**config.mk**
```make
export PLATFORM = sky130hd
export DESIGN_NAME = grant_free_slot_harq_tracker
export DESIGN_NICKNAME = d
export VERILOG_FILES = /design/src/hdl/gfsht_pkg.sv /design/src/hdl/gfsht_mod_unit.sv /design/src/hdl/gfsht_harq.sv /design/src/hdl/grant_free_slot_harq_tracker.sv
export VERILOG_INCLUDE_DIRS = /design/src /design/src/hdl
export SDC_FILE = /design/constraint.sdc
export NUM_CORES = 1
export LEC_CHECK = 0
export ABC_AREA = 0
export BUFFER_PORTS_ARGS = -buffer_cell sky130_fd_sc_hd__buf_2
export CELL_PAD_IN_SITES_DETAIL_PLACEMENT = 0
export CELL_PAD_IN_SITES_GLOBAL_PLACEMENT = 1
export CORE_MARGIN = 1.5
export CORE_UTILIZATION = 35
export CTS_CLUSTER_DIAMETER = 60
export DETAILED_ROUTE_END_ITERATION = 16
export PLACE_DENSITY = 0.65
export SETUP_SLACK_MARGIN = 0.05
export SLEW_MARGIN = 20
export SYNTH_ARGS = -nofsm -noshare
export SYNTH_HDL_FRONTEND = slang
export SYNTH_HIERARCHICAL = 1
export SYNTH_SLANG_ARGS = --single-unit
```
**constraint.sdc**
```tcl
create_clock -name clk_i -period 10.75 [get_ports clk_i]
set_input_delay 0.5375 -clock clk_i [delete_from_list [all_inputs] [get_ports clk_i]]
set_output_delay 0.5375 -clock clk_i [all_outputs]
set_load 0.005 [all_outputs]
```
**src/hdl/grant_free_slot_harq_tracker_defines.svh**
```systemverilog
// Assertion macros shared by the grant-free slot and HARQ tracker RTL.
`ifndef GRANT_FREE_SLOT_HARQ_TRACKER_DEFINES_SVH
`define GRANT_FREE_SLOT_HARQ_TRACKER_DEFINES_SVH

`ifndef SYNTHESIS
// Checked property, quiet while reset is asserted.
`define GFSHT_ASSERT(lbl, prop, msg) \
  lbl: assert property (@(posedge clk_i) disable iff (!rst_ni) prop) else $error(msg);
// Checked property, also evaluated during reset.
`define GFSHT_ASSERT_ALWAYS(lbl, prop, msg) \
  lbl: assert property (@(posedge clk_i) prop) else $error(msg);
`else
`define GFSHT_ASSERT(lbl, prop, msg)
`define GFSHT_ASSERT_ALWAYS(lbl, prop, msg)
`endif

`endif

```
**src/hdl/gfsht_pkg.sv**
```systemverilog
// Widths, codes and shared types of the grant-free slot and HARQ tracker.
package gfsht_pkg;

  localparam int ABS_W              = 18;
  localparam int PERIOD_W           = 8;
  localparam int FRAME_W            = 10;
  localparam int SLOT_W             = 8;
  localparam int CMD_W              = 2;
  localparam int NUMER_W            = 3;
  localparam int ROUND_W            = 4;
  localparam int PROC_OUT_W         = 3;
  localparam int CNT_W              = 32;
  localparam int CFG_IDX_W          = 3;
  localparam int CFG_DATA_W         = 8;
  localparam int HARQ_PROCESSES_DEF = 8;

  localparam logic [NUMER_W-1:0] MAX_NUMER = 3'd4;

  localparam logic [CMD_W-1:0] CMD_TICK  = 2'd0;
  localparam logic [CMD_W-1:0] CMD_PUSCH = 2'd1;
  localparam logic [CMD_W-1:0] CMD_CLEAR = 2'd2;

  localparam logic [CFG_IDX_W-1:0] REG_SCHED_READY  = 3'd0;
  localparam logic [CFG_IDX_W-1:0] REG_TX_ENABLE    = 3'd1;
  localparam logic [CFG_IDX_W-1:0] REG_NUMEROLOGY   = 3'd2;
  localparam logic [CFG_IDX_W-1:0] REG_PERIOD_SLOTS = 3'd3;
  localparam logic [CFG_IDX_W-1:0] REG_MAX_ROUNDS   = 3'd4;

  localparam logic [PERIOD_W-1:0] PERIOD_RST     = 8'd1;
  localparam logic [ROUND_W-1:0]  MAX_ROUNDS_RST = 4'd4;

  typedef struct packed {
    logic               apply;
    logic [CMD_W-1:0]   cmd;
    logic               crc_good;
    logic               opp;
    logic               sched_ready;
    logic [ROUND_W-1:0] max_rounds;
  } harq_ctrl_t;

  typedef struct packed {
    logic [ROUND_W-1:0] round;
    logic               discard;
    logic [CNT_W-1:0]   opp_cnt;
    logic [CNT_W-1:0]   succ_cnt;
    logic [CNT_W-1:0]   fail_cnt;
  } harq_stat_t;

endpackage

```
**src/hdl/gfsht_mod_unit.sv**
```systemverilog
// Bit-serial remainder unit: absolute slot modulo the opportunity period.
module gfsht_mod_unit import gfsht_pkg::*; (
  input  logic                clk_i,
  input  logic                rst_ni,
  input  logic                start_i,
  input  logic [ABS_W-1:0]    dividend_i,
  input  logic [PERIOD_W-1:0] divisor_i,
  output logic                done_o,
  output logic                rem_zero_o
);

  localparam int CNT_BITS = $clog2(ABS_W + 1);

  logic [PERIOD_W-1:0] rem_q, rem_d;
  logic [PERIOD_W-1:0] div_q;
  logic [ABS_W-1:0]    shreg_q;
  logic [CNT_BITS-1:0] cnt_q;
  logic                busy_q;
  logic                done_q;
  logic [PERIOD_W:0]   trial;

  // Shift one dividend bit into the partial remainder, subtract if it fits.
  always_comb begin
    trial = {rem_q, shreg_q[ABS_W-1]};
    if (trial >= {1'b0, div_q}) begin
      rem_d = PERIOD_W'(trial - {1'b0, div_q});
    end else begin
      rem_d = trial[PERIOD_W-1:0];
    end
  end

  always_ff @(posedge clk_i or negedge rst_ni) begin
    if (!rst_ni) begin
      busy_q <= 1'b0;
      done_q <= 1'b0;
      cnt_q  <= '0;
    end else begin
      done_q <= 1'b0;
      if (start_i) begin
        busy_q <= 1'b1;
        cnt_q  <= CNT_BITS'(ABS_W);
      end else if (busy_q) begin
        cnt_q <= cnt_q - 1'b1;
        if (cnt_q == CNT_BITS'(1)) begin
          busy_q <= 1'b0;
          done_q <= 1'b1;
        end
      end
    end
  end

  always_ff @(posedge clk_i) begin
    if (start_i) begin
      rem_q   <= '0;
      div_q   <= divisor_i;
      shreg_q <= dividend_i;
    end else if (busy_q) begin
      rem_q   <= rem_d;
      shreg_q <= shreg_q << 1;
    end
  end

  assign done_o     = done_q;
  assign rem_zero_o = (rem_q == '0);

endmodule

```
**src/hdl/gfsht_harq.sv**
```systemverilog
// HARQ process and round state with the wrapping statistics counters.
module gfsht_harq import gfsht_pkg::*; #(
  parameter int HARQ_PROCESSES = HARQ_PROCESSES_DEF,
  localparam int PROC_W = $clog2(HARQ_PROCESSES)
) (
  input  logic              clk_i,
  input  logic              rst_ni,
  input  harq_ctrl_t        ctrl_i,
  output logic [PROC_W-1:0] proc_next_o,
  output harq_stat_t        stat_next_o
);

  logic [PROC_W-1:0]  proc_q, proc_d, proc_inc;
  logic [ROUND_W-1:0] round_q, round_d;
  logic [CNT_W-1:0]   opp_q, opp_d, succ_q, succ_d, fail_q, fail_d;
  logic [ROUND_W:0]   round_next;
  logic               discard;

  assign proc_inc   = (proc_q == PROC_W'(HARQ_PROCESSES - 1)) ? '0 : proc_q + 1'b1;
  assign round_next = {1'b0, round_q} + 1'b1;

  always_comb begin
    proc_d  = proc_q;
    round_d = round_q;
    opp_d   = opp_q;
    succ_d  = succ_q;
    fail_d  = fail_q;
    discard = 1'b0;
    case (ctrl_i.cmd)
      CMD_TICK: begin
        if (ctrl_i.opp) begin
          opp_d = opp_q + 1'b1;
        end
      end
      CMD_PUSCH: begin
        if (ctrl_i.sched_ready) begin
          if (ctrl_i.crc_good) begin
            succ_d  = succ_q + 1'b1;
            proc_d  = proc_inc;
            round_d = '0;
          end else begin
            fail_d = fail_q + 1'b1;
            // drop the block once the round count reaches the limit
            if (round_next >= {1'b0, ctrl_i.max_rounds}) begin
              discard = 1'b1;
              proc_d  = proc_inc;
              round_d = '0;
            end else begin
              round_d = round_next[ROUND_W-1:0];
            end
          end
        end
      end
      CMD_CLEAR: begin
        proc_d  = '0;
        round_d = '0;
        opp_d   = '0;
        succ_d  = '0;
        fail_d  = '0;
      end
      default: begin
      end
    endcase
  end

  always_ff @(posedge clk_i or negedge rst_ni) begin
    if (!rst_ni) begin
      proc_q  <= '0;
      round_q <= '0;
      opp_q   <= '0;
      succ_q  <= '0;
      fail_q  <= '0;
    end else if (ctrl_i.apply) begin
      proc_q  <= proc_d;
      round_q <= round_d;
      opp_q   <= opp_d;
      succ_q  <= succ_d;
      fail_q  <= fail_d;
    end
  end

  assign proc_next_o          = proc_d;
  assign stat_next_o.round    = round_d;
  assign stat_next_o.discard  = discard;
  assign stat_next_o.opp_cnt  = opp_d;
  assign stat_next_o.succ_cnt = succ_d;
  assign stat_next_o.fail_cnt = fail_d;

endmodule

```
**src/hdl/grant_free_slot_harq_tracker.sv**
```systemverilog
// Grant-free uplink slot and HARQ tracker for one UE.
// Input channel (in_valid_i/in_ready_o) carries one command per transfer: a slot
// tick with frame and slot number, a PUSCH decode result with its CRC flag, or
// a clear of the statistics and HARQ state. Output channel (out_valid_o /
// out_ready_i) returns one result per command: opportunity flag, HARQ process
// and round, discard flag and the three wrapping 32-bit counters after it.
// An eligible slot tick (ready, enabled, nonzero period) runs the absolute slot
// through an 18-step bit-serial remainder unit, then waits in the commit state
// for the output register. Every other command goes straight from acceptance
// to the commit state. The sequencer takes the next command the cycle after the
// result register loads: one command in flight, ready only when it is idle.
// The result sits in an output register; a new command is accepted while it
// waits, but the sequencer holds the next result until the receiver takes the
// pending one, so a stalled receiver stalls the input after one command.
// Configuration is a plain write port (sched_ready, tx_enable, numerology, period_slots,
// max_rounds); the user must write it only while the block is idle, as the block does not enforce this.
// Reset clears the counters, HARQ state and configuration to defaults.
`include "grant_free_slot_harq_tracker_defines.svh"

module grant_free_slot_harq_tracker import gfsht_pkg::*; #(
  parameter int HARQ_PROCESSES = HARQ_PROCESSES_DEF
) (
  input  logic                  clk_i,
  input  logic                  rst_ni,
  input  logic                  cfg_we_i,
  input  logic [CFG_IDX_W-1:0]  cfg_idx_i,
  input  logic [CFG_DATA_W-1:0] cfg_data_i,
  input  logic                  in_valid_i,
  output logic                  in_ready_o,
  input  logic [CMD_W-1:0]      cmd_i,
  input  logic [FRAME_W-1:0]    frame_num_i,
  input  logic [SLOT_W-1:0]     slot_num_i,
  input  logic                  crc_good_i,
  output logic                  out_valid_o,
  input  logic                  out_ready_i,
  output logic                  tx_opportunity_o,
  output logic [PROC_OUT_W-1:0] harq_process_o,
  output logic [ROUND_W-1:0]    harq_round_o,
  output logic                  block_discarded_o,
  output logic [CNT_W-1:0]      opportunity_count_o,
  output logic [CNT_W-1:0]      success_count_o,
  output logic [CNT_W-1:0]      error_count_o
);

  localparam int PROC_W = $clog2(HARQ_PROCESSES);

  typedef enum logic [2:0] {
    ST_IDLE   = 3'b001,
    ST_DIV    = 3'b010,
    ST_COMMIT = 3'b100
  } state_e;

  state_e state_q, state_d;

  logic                sched_ready_q, tx_enable_q;
  logic [NUMER_W-1:0]  numer_q;
  logic [PERIOD_W-1:0] period_q;
  logic [ROUND_W-1:0]  max_rounds_q;

  logic [CMD_W-1:0]    cmd_q;
  logic                crc_q;
  logic                opp_q;

  logic                in_xfer, eligible, mod_start, mod_done, mod_zero, commit;
  logic [NUMER_W-1:0]  mu;
  logic [ABS_W-1:0]    frame_x10, frame_slot;

  harq_ctrl_t          harq_ctrl;
  harq_stat_t          stat_next, stat_out_q;
  logic [PROC_W-1:0]   proc_next, proc_out_q;
  logic                out_valid_q, opp_out_q;

  // configuration registers
  always_ff @(posedge clk_i or negedge rst_ni) begin
    if (!rst_ni) begin
      sched_ready_q <= 1'b0;
      tx_enable_q   <= 1'b0;
      numer_q       <= '0;
      period_q      <= PERIOD_RST;
      max_rounds_q  <= MAX_ROUNDS_RST;
    end else if (cfg_we_i) begin
      case (cfg_idx_i)
        REG_SCHED_READY:  sched_ready_q <= cfg_data_i[0];
        REG_TX_ENABLE:    tx_enable_q   <= cfg_data_i[0];
        REG_NUMEROLOGY:   numer_q       <= cfg_data_i[NUMER_W-1:0];
        REG_PERIOD_SLOTS: period_q      <= cfg_data_i[PERIOD_W-1:0];
        REG_MAX_ROUNDS:   max_rounds_q  <= cfg_data_i[ROUND_W-1:0];
        default: begin
        end
      endcase
    end
  end

  assign in_ready_o = (state_q == ST_IDLE);
  assign in_xfer    = in_valid_i && in_ready_o;
  assign eligible   = (cmd_i == CMD_TICK) && sched_ready_q && tx_enable_q &&
                      (period_q != '0);
  assign mod_start  = in_xfer && eligible;

  // absolute slot = frame * (10 << mu) + slot, with mu clamped to four
  assign mu         = (numer_q > MAX_NUMER) ? MAX_NUMER : numer_q;
  assign frame_x10  = (ABS_W'(frame_num_i) << 3) + (ABS_W'(frame_num_i) << 1);
  assign frame_slot = (frame_x10 << mu) + ABS_W'(slot_num_i);

  gfsht_mod_unit u_mod (
    .clk_i      (clk_i),
    .rst_ni     (rst_ni),
    .start_i    (mod_start),
    .dividend_i (frame_slot),
    .divisor_i  (period_q),
    .done_o     (mod_done),
    .rem_zero_o (mod_zero)
  );

  // hold the result until the output register is free
  assign commit = (state_q == ST_COMMIT) && (!out_valid_q || out_ready_i);

  always_comb begin
    state_d = state_q;
    case (state_q)
      ST_IDLE: begin
        if (in_xfer) begin
          state_d = eligible ? ST_DIV : ST_COMMIT;
        end
      end
      ST_DIV: begin
        if (mod_done) begin
          state_d = ST_COMMIT;
        end
      end
      ST_COMMIT: begin
        if (commit) begin
          state_d = ST_IDLE;
        end
      end
      default: state_d = ST_IDLE;
    endcase
  end

  always_ff @(posedge clk_i or negedge rst_ni) begin
    if (!rst_ni) begin
      state_q     <= ST_IDLE;
      out_valid_q <= 1'b0;
    end else begin
      state_q <= state_d;
      if (commit) begin
        out_valid_q <= 1'b1;
      end else if (out_ready_i) begin
        out_valid_q <= 1'b0;
      end
    end
  end

  always_ff @(posedge clk_i) begin
    if (in_xfer) begin
      cmd_q <= cmd_i;
      crc_q <= crc_good_i;
      opp_q <= 1'b0;
    end else if ((state_q == ST_DIV) && mod_done) begin
      opp_q <= mod_zero;
    end
  end

  assign harq_ctrl.apply       = commit;
  assign harq_ctrl.cmd         = cmd_q;
  assign harq_ctrl.crc_good    = crc_q;
  assign harq_ctrl.opp         = opp_q;
  assign harq_ctrl.sched_ready = sched_ready_q;
  assign harq_ctrl.max_rounds  = max_rounds_q;

  gfsht_harq #(
    .HARQ_PROCESSES (HARQ_PROCESSES)
  ) u_harq (
    .clk_i       (clk_i),
    .rst_ni      (rst_ni),
    .ctrl_i      (harq_ctrl),
    .proc_next_o (proc_next),
    .stat_next_o (stat_next)
  );

  always_ff @(posedge clk_i) begin
    if (commit) begin
      opp_out_q  <= opp_q;
      proc_out_q <= proc_next;
      stat_out_q <= stat_next;
    end
  end

  assign out_valid_o         = out_valid_q;
  assign tx_opportunity_o    = opp_out_q;
  assign harq_process_o      = PROC_OUT_W'(proc_out_q);
  assign harq_round_o        = stat_out_q.round;
  assign block_discarded_o   = stat_out_q.discard;
  assign opportunity_count_o = stat_out_q.opp_cnt;
  assign success_count_o     = stat_out_q.succ_cnt;
  assign error_count_o       = stat_out_q.fail_cnt;

  `GFSHT_ASSERT(a_one_in_flight, in_xfer |=> !in_ready_o, "second command accepted while busy")
  `GFSHT_ASSERT(a_div_to_commit, (state_q == ST_DIV) && mod_done |=> (state_q == ST_COMMIT),
                "remainder done did not move to commit")
  `GFSHT_ASSERT(a_discard_round, out_valid_o && block_discarded_o |-> (harq_round_o == '0),
                "discarded block left a nonzero round")
  `GFSHT_ASSERT_ALWAYS(a_opp_xor_discard, out_valid_o |-> !(tx_opportunity_o && block_discarded_o),
                       "opportunity and discard flagged on the same result")

endmodule
```
After elaboration in Yosys (flattened, before gate mapping)
Cells that the tools add are included.
{ "classes": {"add_sub_neg": 9, "magnitude_cmp": 3, "n_eq_ne": 14, "shifts": 1, "muxes": 37, "n_bitwise": 2, "reduce_logical": 23} }
{ "op_table": {"columns": ["cell", "count"], "rows": [
  ["$pmux 32 s2", 3],
  ["$mux 32", 5],
  ["$add 32x1->32 const B", 3],
  ["$mux 18", 2],
  ["$mux 3", 9],
  ["$add 18x8->18", 1],
  ["$shl 14x3->18", 1],
  ["$add 13x11->14", 1],
  ["$mux 4", 3],
  ["$mux 5", 2],
  ["$reduce_and 2->1", 5],
  ["$eq 3x2->1 const B", 3],
  ["$eq 3x3->1 const B", 3],
  ["$ge 9x8->1", 1],
  ["$mux 1", 9],
  ["$pmux 3 s3", 1],
  ["$logic_not 8->1", 1],
  ["$mux 8", 1],
  ["$pmux 4 s2", 1],
  ["$reduce_bool 8->1", 1],
  ["$sub 8x8->8", 1],
  ["$logic_and 1x1->1", 7],
  ["$eq 3x1->1 const B", 2],
  ["$pmux 3 s2", 1],
  ["other kinds (18)", 22]
]} }
{ "word_totals": {"ff_bits": 274, "in_bits": 37, "out_inout_bits": 107, "wordCells": 117} }

Logic depth before layout (Yosys ltp)
{ "depth": {"ltp_word": 7, "mapped_depth": 17, "mapped_depth_nobuf": 17} }

Cells and area by module
The synthesis kept the hierarchy.
{ "modules_own_cells": {"columns": ["module", "instances", "cells_per_inst", "area_per_inst_um2"], "rows": [
  ["gfsht_harq", 1, 864, 7279.5],
  ["grant_free_slot_harq_tracker", 1, 414, 5770.5],
  ["gfsht_mod_unit", 1, 180, 2174.6]
]} }

Worst setup path before layout
Ideal clock, no wire load.
{ "synth_timing": {"kind": "input -> register", "start": "input out_ready_i", "end": "register u_harq.opp_q[15]", "setup_ns": 0.139, "t_arrival_ns": 6.172, "path_slack_ns": 4.438, "path_stages": 6, "path_cell_list": "nor2b_1 > nor2_1 > clkbuf_1 > clkbuf_1 > clkbuf_1 > a31oi_1"} }
{ "synth_between": {"elab_chain_len": 2} }
{ "synth_rtl": {"columns": ["item", "line_no", "text"], "rows": [
  ["from (decl)", "grant_free_slot_harq_tracker.sv:35", "input logic out_ready_i,"],
  ["$logic_or 1x1->1", "grant_free_slot_harq_tracker.sv:116", "assign commit = (state_q == ST_COMMIT) && (!out_valid_q || out_ready_i);"],
  ["$logic_and 1x1->1", "grant_free_slot_harq_tracker.sv:116", null],
  ["named net commit", "grant_free_slot_harq_tracker.sv:64", "logic in_xfer, eligible, mod_start, mod_done, mod_zero, commit;"],
  ["to (signal assigned)", "gfsht_harq.sv:76", "opp_q <= opp_d;"],
  ["to (decl)", "gfsht_harq.sv:15", "logic [CNT_W-1:0] opp_q, opp_d, succ_q, succ_d, fail_q, fail_d;"]
]} }
The timed path passes the listed nets, and every way through them passes these cells.
A chain may end at the register's enable or synchronous reset.

Final worst setup path
{ "layout_timing": {"start": "register numer_q[2]", "end": "register u_mod.shreg_q[14] (data pin)"} }
{ "layout_between": {"elab_chain_len": 5} }
{ "layout_rtl": {"columns": ["item", "line_no", "text"], "rows": [
  ["from (decl)", "grant_free_slot_harq_tracker.sv:56", "logic [NUMER_W-1:0] numer_q;"],
  ["from (signal assigned)", "grant_free_slot_harq_tracker.sv:85", "REG_NUMEROLOGY: numer_q <= cfg_data_i[NUMER_W-1:0];"],
  ["$gt 3x3->1", "grant_free_slot_harq_tracker.sv:101", "assign mu = (numer_q > MAX_NUMER) ? MAX_NUMER : numer_q;"],
  ["$mux 3 *", "grant_free_slot_harq_tracker.sv:101", null],
  ["$shl 14x3->18 *", "grant_free_slot_harq_tracker.sv:103", "assign frame_slot = (frame_x10 << mu) + ABS_W'(slot_num_i);"],
  ["$add 18x8->18 *", "grant_free_slot_harq_tracker.sv:103", null],
  ["named net frame_slot[14]", "grant_free_slot_harq_tracker.sv:66", "logic [ABS_W-1:0] frame_x10, frame_slot;"],
  ["$mux 18 *", "gfsht_mod_unit.sv:53", "if (start_i) begin"],
  ["to (signal assigned)", "gfsht_mod_unit.sv:56", "shreg_q <= dividend_i;"],
  ["to (signal assigned)", "gfsht_mod_unit.sv:59", "shreg_q <= shreg_q << 1;"],
  ["to (decl)", "gfsht_mod_unit.sv:16", "logic [ABS_W-1:0] shreg_q;"]
]} }
Mark *: on every way through the listed nets, which the timed path passes. The rest lies on a longest branch.

==> impl_metrics.yaml <==
outcome:
  status: "finished, final reports clean"
logic_synthesis:
  synth_nets: 1536
  synth.avg_cell_area_um2: 10.4
  synth_area_leader_cell: "edfxtp_1"
  synth_edf_count: 134
  synth_top_area_share_pct: 26.4
  ys.flop_type: "edfxtp_1"
  netlist_area_mm2: 0.0152
  ys_types: 97
  yosysWarnings: 6
  ys_ff_latch: 274
  yosysSeqAreaShare_pct: 49.2
  synthCells: 1458
  async_flop_share_pct: 47.8
  synth_area_leaders: "edfxtp_1 (26%), dfrtp_1 (21%), mux2_2 (3.8%), ha_1 (3.1%), nand2_1 (3.1%)"
global_routing:
  grt-ovfl-total: 0
  grt_antenna_before_repair: 0
  grt_first_pass_wirelength_um: 61000
  grt_pass1_vias: 11300
  track_usage_pct: 17.0
  grt_max_degree: 90
setup_path:
  path_buf_inv: 0
  reg2reg_slack_ps: 6800
  r2r-end: "u_mod/shreg_q[14]"
  r2r_cells: 13
  cp_top_family: "simple AND/OR/NAND/NOR gates"
  start_kind: "flip-flop"
  r2r_start: "numer_q[2]"
  cpPeakStageDelay_ps: 780
  cpMaxStageDelayCell: "dfrtp_1"
  cp-end-kind: "flip-flop"
  crit_arrival_ps: 4220
  worstPathMaxFanout: 21
  setup.worst_path.class: "flip-flop to flip-flop"
  path_cells: "nand2b_1 > nor2_1 > a211oi_1 > a211oi_1 > a21o_1 > ha_1 > o21a_1 > nor2_1 > a211oi_2 > nand3_2 > or3b_1 > xnor2_1 > mux2_2"
  critPathRequiredTime_ps: 11020
cts:
  clk_pin_slew_ps: 60
  clk-insertion-delay-late_ps: 530
  cts_tree: "done"
  ctsHoldBuffers: 0
  cts.sinks: 274
  postCtsSetupRepairBufs: 0
  post_cts_resized: 0
  numCtsBuffers: 35
  cts_root_buf: "clkbuf_16"
  htreeDepth: 2
  cts_max_path_buffers: 3
die:
  start_util_pct: 35.4
  rows: 76
  io-pin-count: 144
  die_h_um: 212
  dieArea_mm2: 0.0448
  die_x_um: 212
  coreArea_mm2: 0.0430
sta:
  grt_setup_unrepaired: "false"
  hold_viol: 0
  setup_viol: 0
  drv_slew: 0
  setup-tns-final_ps: 0
  max_slew_margin_pct: 33.3
  worst-slew-pin-transition_ps: 997
  fin_ws_ps: 6800
  skew_ps: 13.8
  finalCritPeriodShare_pct: 36.7
  max_freq_mhz: 253
  post-route-min-period_ps: 3950
place:
  numPortBuffers: 143
  gp_congestion: 0.812
  dp_hpwl_um: 24500
  dp_cells: 2116
  dp_slack_ps: 6470
cells_and_area:
  mostFrequentLayoutCell: "buf_2"
  area_growth_pct: 15.4
  layout.cells.non_filler: 2179
  nets: 1646
  final_cell_mix: "buf_2 (142), edfxtp_1 (134), dfrtp_1 (128), nand2_1 (125), nor2_1 (121)"
  antenna-diode-count: 0
  drive_gt1_share_pct: 19.6
drt:
  vias_per_cell: 5.35
  dr.pass1.iters: 4
  wl_per_cell_um: 17.2
  drc: 0
  drt-total-wl_um: 37600
  dr.first_iter.drc_count: 736
  vias: 11700
  ant_nets: 0
pwr:
  p_per_area_mw_per_mm2: 206
  power.total_mw: 3.61
  leakage_nw: 7.10
  peakVddDrop_uv: 103
job:
  drv_cap: 0
worst_hold_path:
  worstHoldPathType: "input port to async pin"
==> worst max-delay path by stage <==
| stage | from | endpoint | slack [ps] | cells after the start |
|---|---|---|---|---|
| floorplan | out_ready_i | u_harq/opp_q[15] | 4440 | 6 |
| global placement | frame_num_i[0] | u_mod/shreg_q[14] | 6480 | 18 |
| detailed placement | frame_num_i[0] | u_mod/shreg_q[14] | 6470 | 16 |
| CTS | numer_q[2] | u_mod/shreg_q[14] | 6790 | 13 |
| global route | numer_q[0] | u_mod/shreg_q[15] | 6450 | 13 |
| finish | numer_q[2] | u_mod/shreg_q[14] | 6800 | 13 |
==> per-layer routing <==
layer | global-route usage, % | wire (um) | part of all wire, % | vias up
li1 | - | - | - | 5697
met1 | 23.5 | 18200 | 48 | 5664
met2 | 26.5 | 16900 | 45 | 230
met3 | 2.67 | 1450 | 3.9 | 64
met4 | 6.60 | 1040 | 2.8 | 0
met5 | 0 | 0 | 0 | -
==> flip-flops by register name (all words and copies together), names as in the netlist, 5 cells and up <==
name / cells
error_count_o: 32
opportunity_count_o: 32
success_count_o: 32
u_harq/fail_q: 32
u_harq/opp_q: 32
u_harq/succ_q: 32
u_mod/shreg_q: 18
period_q: 8
u_mod/div_q: 8
u_mod/rem_q: 8
u_mod/cnt_q: 5
==> kinds of logic after synthesis <==
logic type,share of synthesized area (%)
adders and majority gates,3.52
xor gates and xnor gates,4.54
and+or+nand+nor,19.2
muxes,5.39
buffers and inverters,3.48
AOI/OAI and AO/OA,14.7
DFF,49.2
==> area by class of cell <==
type / count / area, um^2
clock inverters: 19 / 199
clock buffers: 44 / 962
well taps: 585 / 732
flip-flops and latches: 274 / 7490
fillers: 4184 / 25400
multi-input cells: 1058 / 7230
inverters: 48 / 180
repair buffers: 151 / 782
==> Yosys cell counts, drive strengths merged (35+ instances only) <==
cell type	instances
edfxtp	134
dfrtp	128
nand2	127
nor2	122
nand3	97
o21ai	77
mux2	53
nand4	50
inv	48
clkbuf	41
xnor2	39
xor2	39
ha	38
a21oi	37
buf	37
o31ai	35
==> stage by stage <==
| step | utilization (%) | hold WS [ps] | area (um^2) |
|---|---|---|---|
| final | 40.9 | 77.1 | 17600 |
| after global routing | 40.9 | 126 | 17600 |
| after CTS | 40.9 | 78.1 | 17600 |
| after detailed placement | 38.2 | 464 | 16400 |
| after global placement | 38.2 | 462 | 16400 |
| after floorplan | - | 242 | 15200 |
==> where the power goes <==
part	internal, mW	switching [mW]
Clock	0.712	0.467
Sequential	1.33	0.163
Combinational	0.368	0.576
Total	2.41	1.21
Note: power is estimated with default switching activity, not from simulation.
